--- config.mk ---
export PLATFORM = sky130hd
export DESIGN_NAME = ordered_list_editor
export DESIGN_NICKNAME = d
export VERILOG_FILES = /design/src/ole_pkg.sv /design/src/ole_ram.sv /design/src/ordered_list_editor.sv
export SDC_FILE = /design/constraint.sdc
export NUM_CORES = 2
export LEC_CHECK = 0
export BUFFER_PORTS_ARGS = -buffer_cell sky130_fd_sc_hd__buf_2
export CAP_MARGIN = 10
export CORE_MARGIN = 3
export CORE_UTILIZATION = 45
export DETAILED_ROUTE_END_ITERATION = 8
export SYNTH_ARGS = -nofsm -noshare
export SYNTH_HDL_FRONTEND = slang
export SYNTH_SLANG_ARGS = --single-unit
--- constraint.sdc ---
create_clock -name clk -period 13.05 [get_ports clk]
set_input_delay 1.305 -clock clk [delete_from_list [all_inputs] [get_ports clk]]
set_output_delay 1.305 -clock clk [all_outputs]
set_load 0.005 [all_outputs]
--- src/ole_pkg.sv ---
// Package for the ordered list editor: operation, status and state codes.
// No dependencies.
`timescale 1ns / 1ps
`default_nettype none
package ole_pkg;

  typedef enum logic [2:0] {
    OP_CLEAR   = 3'd0,
    OP_APPEND  = 3'd1,
    OP_SORTED  = 3'd2,
    OP_BEFORE  = 3'd3,
    OP_DELETE  = 3'd4,
    OP_REPLACE = 3'd5,
    OP_READ    = 3'd6,
    OP_NONE    = 3'd7
  } op_t;

  localparam logic [1:0] ST_OK   = 2'd0;
  localparam logic [1:0] ST_FULL = 2'd1;
  localparam logic [1:0] ST_RANGE = 2'd2;

  // SEARCH: scan for position, SHIFT: move entries up, COMPACT: delete sweep,
  // REPL: replace sweep, RDWAIT: read latency, DONE: result held
  typedef enum logic [2:0] {
    S_IDLE    = 3'd0,
    S_SEARCH  = 3'd1,
    S_SHIFT   = 3'd2,
    S_COMPACT = 3'd3,
    S_REPL    = 3'd4,
    S_RDWAIT  = 3'd5,
    S_DONE    = 3'd6
  } state_t;

endpackage
`default_nettype wire

--- src/ole_ram.sv ---
// Single-port-write, single-read entry store with registered read data.
// Depends on nothing.
`timescale 1ns / 1ps
`default_nettype none
module ole_ram #(
  parameter int DEPTH = 64,
  parameter int AW    = 6
) (
  input  wire logic          clk,
  input  wire logic          we,
  input  wire logic [AW-1:0] waddr,
  input  wire logic [31:0]   wdata,
  input  wire logic [AW-1:0] raddr,
  output logic [31:0]        rdata
);
  logic [31:0] mem [DEPTH];

  always_ff @(posedge clk) begin
    if (we) begin
      mem[waddr] <= wdata;
    end
    rdata <= mem[raddr];
  end
endmodule
`default_nettype wire

--- src/ordered_list_editor.sv ---
// Ordered list editor top level: sequencer, one shared compare unit, entry store.
// Depends on ole_pkg and ole_ram.
//
//  channel | dir | tdata fields (low bit up)               | tuser
//  in_     | in  | op[2:0] key[34:3] value[66:35] idx[72:67] | -
//  out_    | out | status[1:0] length[8:2] data[40:9] aff[47:41] | -
//
// Transaction steps: insert-before scans for the position, then shifts; sorted
// insert compares the tail entry, scans and shifts (one entry a cycle through
// the single store read port). Append and any insert into an empty list skip
// the scan; delete and replace sweep the list once; clear, unused op, refused
// insert and out-of-range read finish without touching the store.
// Reset clears the length and the sequencer; entries stay undefined.
// in_tready is high only when idle; a finished result holds in the output
// register until taken, and the next transaction can be taken in that cycle.
`timescale 1ns / 1ps
`default_nettype none
module ordered_list_editor #(
  parameter int CAPACITY = 64
) (
  input  wire logic        clk,
  input  wire logic        rst_n,
  input  wire logic        in_tvalid,
  output logic             in_tready,
  input  wire logic [79:0] in_tdata,  // op, match_key, new_value, read_index
  output logic             out_tvalid,
  input  wire logic        out_tready,
  output logic [47:0]      out_tdata  // status, length, read_data, affected
);
  localparam int AW = (CAPACITY > 1) ? $clog2(CAPACITY) : 1;
  localparam int CW = $clog2(CAPACITY + 1);

  ole_pkg::state_t state_r, state_nxt;
  ole_pkg::op_t    op_r;
  logic [31:0] key_r, val_r;
  logic [CW-1:0] cnt_r, cnt_nxt;      // entry count
  logic [CW-1:0] ri_r, ri_nxt;        // read pointer
  logic [CW-1:0] wi_r, wi_nxt;        // write pointer / position
  logic [CW-1:0] aff_r, aff_nxt;
  logic          pend_r, pend_nxt;    // read data valid for ri_r-1
  logic          tdone_r, tdone_nxt;  // tail entry already compared
  logic          tge_r, tge_nxt;      // new value at least the tail entry
  logic [1:0]    st_r, st_nxt;
  logic [31:0]   rd_r, rd_nxt;
  logic          ov_r;
  logic [47:0]   od_r;

  logic          we;
  logic [AW-1:0] waddr, raddr;
  logic [31:0]   wdata, rdata;

  ole_ram #(.DEPTH(CAPACITY), .AW(AW)) u_ram (
    .clk(clk), .we(we), .waddr(waddr), .wdata(wdata), .raddr(raddr), .rdata(rdata)
  );

  // shared compare unit: equality and signed less-than against the store word
  logic [31:0] cmp_a;
  logic        eq_w, lt_w;
  assign eq_w = (rdata == key_r);
  assign lt_w = ($signed(cmp_a) < $signed(rdata));
  assign cmp_a = val_r;

  logic accept_w;
  assign in_tready = (state_r == ole_pkg::S_IDLE) && (!ov_r || out_tready);
  assign accept_w  = in_tvalid && in_tready;

  always_comb begin
    state_nxt = state_r;
    cnt_nxt = cnt_r; ri_nxt = ri_r; wi_nxt = wi_r; aff_nxt = aff_r;
    pend_nxt = 1'b0; st_nxt = st_r; rd_nxt = rd_r;
    tdone_nxt = tdone_r; tge_nxt = tge_r;
    we = 1'b0; waddr = wi_r[AW-1:0]; wdata = val_r;
    raddr = ri_r[AW-1:0];
    case (state_r)
      ole_pkg::S_IDLE: begin
        if (accept_w) begin
          st_nxt = ole_pkg::ST_OK; rd_nxt = '0; aff_nxt = '0;
          ri_nxt = '0; wi_nxt = '0; tdone_nxt = 1'b0;
          state_nxt = ole_pkg::S_DONE;
          case (ole_pkg::op_t'(in_tdata[2:0]))
            ole_pkg::OP_CLEAR: cnt_nxt = '0;
            ole_pkg::OP_APPEND, ole_pkg::OP_SORTED, ole_pkg::OP_BEFORE: begin
              if (cnt_r >= CW'(CAPACITY)) begin
                st_nxt = ole_pkg::ST_FULL;
              end else begin
                state_nxt = ole_pkg::S_SEARCH;
              end
            end
            ole_pkg::OP_DELETE:  state_nxt = ole_pkg::S_COMPACT;
            ole_pkg::OP_REPLACE: state_nxt = ole_pkg::S_REPL;
            ole_pkg::OP_READ: begin
              if (32'(in_tdata[72:67]) < 32'(cnt_r)) begin
                ri_nxt = CW'(in_tdata[72:67]);
                state_nxt = ole_pkg::S_RDWAIT;
              end else begin
                st_nxt = ole_pkg::ST_RANGE;
              end
            end
            default: ;
          endcase
        end
      end
      ole_pkg::S_RDWAIT: begin
        // address registered into store this cycle; data next
        if (!pend_r) begin
          pend_nxt = 1'b1;
        end else begin
          rd_nxt = rdata;
          state_nxt = ole_pkg::S_DONE;
        end
      end
      ole_pkg::S_SEARCH: begin
        // find insert position wi; sequential read ri; sorted insert
        // compares against the tail entry before the scan
        if (op_r == ole_pkg::OP_APPEND || cnt_r == '0) begin
          wi_nxt = (op_r == ole_pkg::OP_APPEND) ? cnt_r : '0;
          ri_nxt = cnt_r;
          state_nxt = ole_pkg::S_SHIFT;
        end else if (op_r == ole_pkg::OP_SORTED && !tdone_r) begin
          if (!pend_r) begin
            raddr = AW'(cnt_r - 1'b1); pend_nxt = 1'b1;
          end else begin
            tge_nxt = !lt_w; tdone_nxt = 1'b1;
          end
        end else if (pend_r) begin
          if ((op_r == ole_pkg::OP_BEFORE && eq_w) ||
              (op_r == ole_pkg::OP_SORTED && lt_w)) begin
            wi_nxt = ri_r - 1'b1;
            ri_nxt = cnt_r;
            state_nxt = ole_pkg::S_SHIFT;
          end else if (ri_r == cnt_r || (op_r == ole_pkg::OP_SORTED && tge_r)) begin
            // no match, or not below the front but at least the tail: append
            wi_nxt = cnt_r;
            ri_nxt = cnt_r;
            state_nxt = ole_pkg::S_SHIFT;
          end else begin
            ri_nxt = ri_r + 1'b1; pend_nxt = 1'b1;
          end
        end else begin
          ri_nxt = ri_r + 1'b1; pend_nxt = 1'b1;
        end
      end
      ole_pkg::S_SHIFT: begin
        // ri walks down from cnt to wi+1, copying entry ri-1 to ri
        if (ri_r == wi_r) begin
          if (!pend_r) begin
            we = 1'b1; waddr = wi_r[AW-1:0]; wdata = val_r;
            cnt_nxt = cnt_r + 1'b1; aff_nxt = CW'(1);
            state_nxt = ole_pkg::S_DONE;
          end else begin
            pend_nxt = 1'b0;
          end
        end else if (!pend_r) begin
          raddr = AW'(ri_r - 1'b1); pend_nxt = 1'b1;
        end else begin
          we = 1'b1; waddr = ri_r[AW-1:0]; wdata = rdata;
          ri_nxt = ri_r - 1'b1;
          if (ri_r - 1'b1 == wi_r) begin
            pend_nxt = 1'b0;
          end else begin
            raddr = AW'(ri_r - 2'd2); pend_nxt = 1'b1;
          end
        end
      end
      ole_pkg::S_COMPACT, ole_pkg::S_REPL: begin
        if (pend_r) begin
          if (eq_w) begin
            aff_nxt = aff_r + 1'b1;
            if (state_r == ole_pkg::S_REPL) begin
              we = 1'b1; waddr = AW'(ri_r - 1'b1); wdata = val_r;
            end
          end else if (state_r == ole_pkg::S_COMPACT) begin
            we = 1'b1; waddr = wi_r[AW-1:0]; wdata = rdata;
            wi_nxt = wi_r + 1'b1;
          end
        end
        if (ri_r == cnt_r) begin
          if (state_r == ole_pkg::S_COMPACT) begin
            cnt_nxt = (pend_r && !eq_w) ? wi_r + 1'b1 : wi_r;
          end
          state_nxt = ole_pkg::S_DONE;
        end else begin
          ri_nxt = ri_r + 1'b1; pend_nxt = 1'b1;
        end
      end
      ole_pkg::S_DONE: state_nxt = ole_pkg::S_IDLE;
      default: state_nxt = ole_pkg::S_IDLE;
    endcase
  end

  always_ff @(posedge clk) begin
    if (!rst_n) begin
      state_r <= ole_pkg::S_IDLE;
      cnt_r   <= '0;
      pend_r  <= 1'b0;
      ov_r    <= 1'b0;
    end else begin
      state_r <= state_nxt;
      cnt_r   <= cnt_nxt;
      pend_r  <= pend_nxt;
      if (state_r == ole_pkg::S_DONE) begin
        ov_r <= 1'b1;
      end else if (out_tready) begin
        ov_r <= 1'b0;
      end
    end
  end

  always_ff @(posedge clk) begin
    ri_r <= ri_nxt; wi_r <= wi_nxt; aff_r <= aff_nxt;
    tdone_r <= tdone_nxt; tge_r <= tge_nxt;
    st_r <= st_nxt; rd_r <= rd_nxt;
    if (accept_w) begin
      op_r  <= ole_pkg::op_t'(in_tdata[2:0]);
      key_r <= in_tdata[34:3];
      val_r <= in_tdata[66:35];
    end
    if (state_r == ole_pkg::S_DONE) begin
      od_r <= {7'(aff_r), rd_r, 7'(cnt_r), st_r};
    end
  end

  assign out_tvalid = ov_r;
  assign out_tdata  = od_r;

  // an accepted transaction never overlaps an undelivered result slot
  assert property (@(posedge clk) disable iff (!rst_n)
    accept_w |-> (!ov_r || out_tready))
    else $error("accept while result blocked");
  assert property (@(posedge clk) disable iff (!rst_n)
    cnt_r <= CW'(CAPACITY))
    else $error("entry count beyond capacity");
  assert property (@(posedge clk) disable iff (!rst_n)
    (state_r == ole_pkg::S_SHIFT) |-> (wi_r <= ri_r))
    else $error("shift pointer below insert position");
  assert property (@(posedge clk) disable iff (!rst_n)
    (state_r != ole_pkg::S_IDLE) |-> !in_tready)
    else $error("ready while busy");
endmodule
`default_nettype wire
==> results.cfg <==
[logic_synthesis]
syn_area_per_cell_sq_um = 13.02
synth-async-reset-ratio = 0
synth_top_family_by_area = simple AND/OR/NAND/NOR gates
synth_area_leaders = edfxtp_1 73%, nand2_1 8.7%, nand3_1 3.0%
synth_area_sq_um = 91530
synth-adder-area-share = 0.006425
synthMuxAreaShare = 0.005154
yosysSeqAreaShare = 0.7380
synth_edf_count = 2220
synth_simple_gate_area_frac = 0.1550
ys_ff_latch = 2264
netlist_instances = 7028
synth_area_leader_cell = edfxtp_1
ys.flop_type = edfxtp_1
synth_compound_area_frac = 0.06421
syn_nets = 7159
post_synth_xor_area_fraction = 0.007655
ys_types = 75
yosys_warnings = 0
synth.top_cell.area_share = 0.7283

[floorplanning]
die-width_microns = 457.0
initial_core_util = 0.4556
coreArea_sq_um = 200900
die_h_microns = 457.0
placementRows = 164
die_area_sq_um = 208800
io_pins = 134

[critical_path]
crit_cells = 14
cp.arrival_ns = 8.08
crit_path_max_fanout = 128
cp-startpoint = ri_r[0]
endpoint = u_ram.rdata[15]
crit_family = compound AO/OA/AOI/OAI gates
critPathSlowestCell = buf_4
crit_buf_inv = 3
r2r_start = ri_r[0]
crit_chain = clkinv_1, ha_1, xor2_1, xor2_1, a211o_1, a2111oi_2, a2111o_2, buf_4, buf_12, and3_1, a311oi_1, a311oi_1, nor3_1, or4_1
worstSetupEndpointType = flip-flop
r2r_cells = 14
cp-start-kind = flip-flop
r2r_end = u_ram.rdata[15]
max_stage_delay_ns = 0.81
crit_type = reg2reg
reg2reg_slack_ns = 5.75
cp.required_ns = 13.83

[timing]
post-route-period-util = 0.5593
rsz0062_at_grt = no
finClkSkew_ns = 0.05932
tns_ns = 0
whs_ns = 0.4112
finalSetupViolCount = 0
slew_viol_final = 0
fin_crit_ns = 7.299
worst_slew_pin_slew_ns = 1.320
hold_violations = 0
max_freq_mhz = 137.0
slew-limit-headroom = 0.1197

[grt]
antenna_found_initial = 10
grt_overflow = 0
grt_pass1_wl_mm = 384.2
groute.usage.overall = 0.2487
grt_pass1_vias = 55370
grt_max_degree = 165

[drt]
ant_nets = 0
drt-wirelength-per-cell_microns = 26.83
firstDrtPassIters = 6
drc = 0
num_vias = 59510
drt-total-wl_mm = 266.7
drtIter0Drc = 7758
viasPerCell = 5.985

[placement]
place.gp.congestion = 0.9126
hpwlAfterDp_mm = 145.2
dp.cells = 9521
io_buffer_count = 126

[flow_run]
drv_cap = 0

[outcome]
status = finished, final reports clean

[clocking]
cts-resized-gates = 0
cts_setup_buffers = 0
cts_buffer_depth = 3
cts_tree = built
htreeDepth = 4
cts.hold.buffers_added = 0
clock_sinks = 2264
cts-root-buf = clkbuf_16
clock_latency_ns = 0.93
cts_made_buffers = 222
clk_pin_slew_ns = 0.07

[cells_and_area]
final_layout_size_suffix_gt1_frac = 0.1025
utilization = 0.5113
nets = 7221
fillCellCount = 16730
layout.cells.non_filler = 9942
area_delta_synth_final_pct = 12.21

[power_and_ir_drop]
finalPower_uw = 26910
vdd_ir_drop_max_mv = 0.4109
p_per_area_nw_per_um2 = 262.0
power.leakage_uw = 0.03500

[min_path]
min_path_type = reg2reg
-- stage by stage --
stage / instance area, sq um / setup slack [ns]
floorplan: 91530 / 7.978
global placement: 95600 / 5.975
detailed placement: 95600 / 5.897
CTS: 102700 / 5.927
global route: 102700 / 5.500
finish: 102700 / 5.751
-- where the power goes --
part / total [uW] / switching [uW] / internal, uW
logic: 11600 / 8450 / 3160
registers: 9070 / 345 / 8730
clock network: 6220 / 2800 / 3420
-- worst min-delay path by stage --
stage,from,endpoint,slack (ns),cells after the start
3_5_place_dp,rd_r[10],out_tdata[19],0.40,0
2_1_floorplan,st_r[0],out_tdata[0],0.40,0
5_1_grt,rd_r[27],out_tdata[36],0.42,0
4_1_cts,rd_r[18],out_tdata[27],0.41,0
6_report,rd_r[18],out_tdata[27],0.41,0
3_3_place_gp,rd_r[27],out_tdata[36],0.41,0
-- flip-flops by register name, indices dropped and copies added (netlist names), 2 cells and up --
register / count
op_r: 3
state_r: 3
u_ram.mem: 2048
cnt_r: 7
wi_r: 7
cmp_a: 32
u_ram.rdata: 32
aff_r: 7
rd_r: 32
ri_r: 7
st_r: 2
key_r: 32
out_tdata: 48
-- Yosys cell counts, drive strengths merged, types with 11 or more instances --
cell type,count
edfxtp,2220
nand2,2118
nand3,541
and3,291
buf,237
clkbuf,228
a311oi,209
a31oi,164
nor2,163
a32oi,118
nor3,89
a21oi,67
o21ai,65
xnor2,56
inv,49
ha,47
dfxtp,44
mux2,33
xor2,24
nand4,23
a211oi,17
o22ai,15
a21o,13
nand2b,13
a2111oi,11
or4,11
-- cells by family (layout without fill, tap and decap cells) --
family,Yosys count,in the layout
other cells,0,6
flops,2264,2264
compound gates,778,778
mux,43,43
simple gates,3300,3300
buf+inv,516,768
xor+xnor,80,80
fa+ha+maj,47,47
-- layer usage --
metal  GRT usage  routed length (microns)
met1      0.3544                   110500
met2      0.3836                   122200
met3     0.05155                    26010
met4     0.07988                     8020
met5           0                        0
-- layout make-up --
cell class | count | area [sq um] | area share
antenna | 6 | 15.01 | 0.0001462
inverter | 51 | 191.4 | 0.001864
timing repair buffer | 303 | 2095 | 0.02039
tap | 2656 | 3323 | 0.03236
sequential | 2264 | 67540 | 0.6577
clock buffer | 299 | 5944 | 0.05788
multi-input combinational | 4248 | 22450 | 0.2186
clock inverter | 115 | 1141 | 0.01111
-- placed cells by master (no fill, tap or decap), drive strengths merged, types with 17 or more instances in the layout --
| cell type | instances |
|---|---|
| edfxtp | 2220 |
| nand2 | 2118 |
| nand3 | 541 |
| buf | 303 |
| clkbuf | 299 |
| and3 | 291 |
| a311oi | 209 |
| a31oi | 164 |
| nor2 | 163 |
| a32oi | 118 |
| clkinv | 94 |
| nor3 | 89 |
| a21oi | 67 |
| o21ai | 65 |
| xnor2 | 56 |
| inv | 55 |
| ha | 47 |
| dfxtp | 44 |
| mux2 | 33 |
| xor2 | 24 |
| nand4 | 23 |
| a211oi | 17 |
Note: power is estimated with default switching activity, not from simulation.
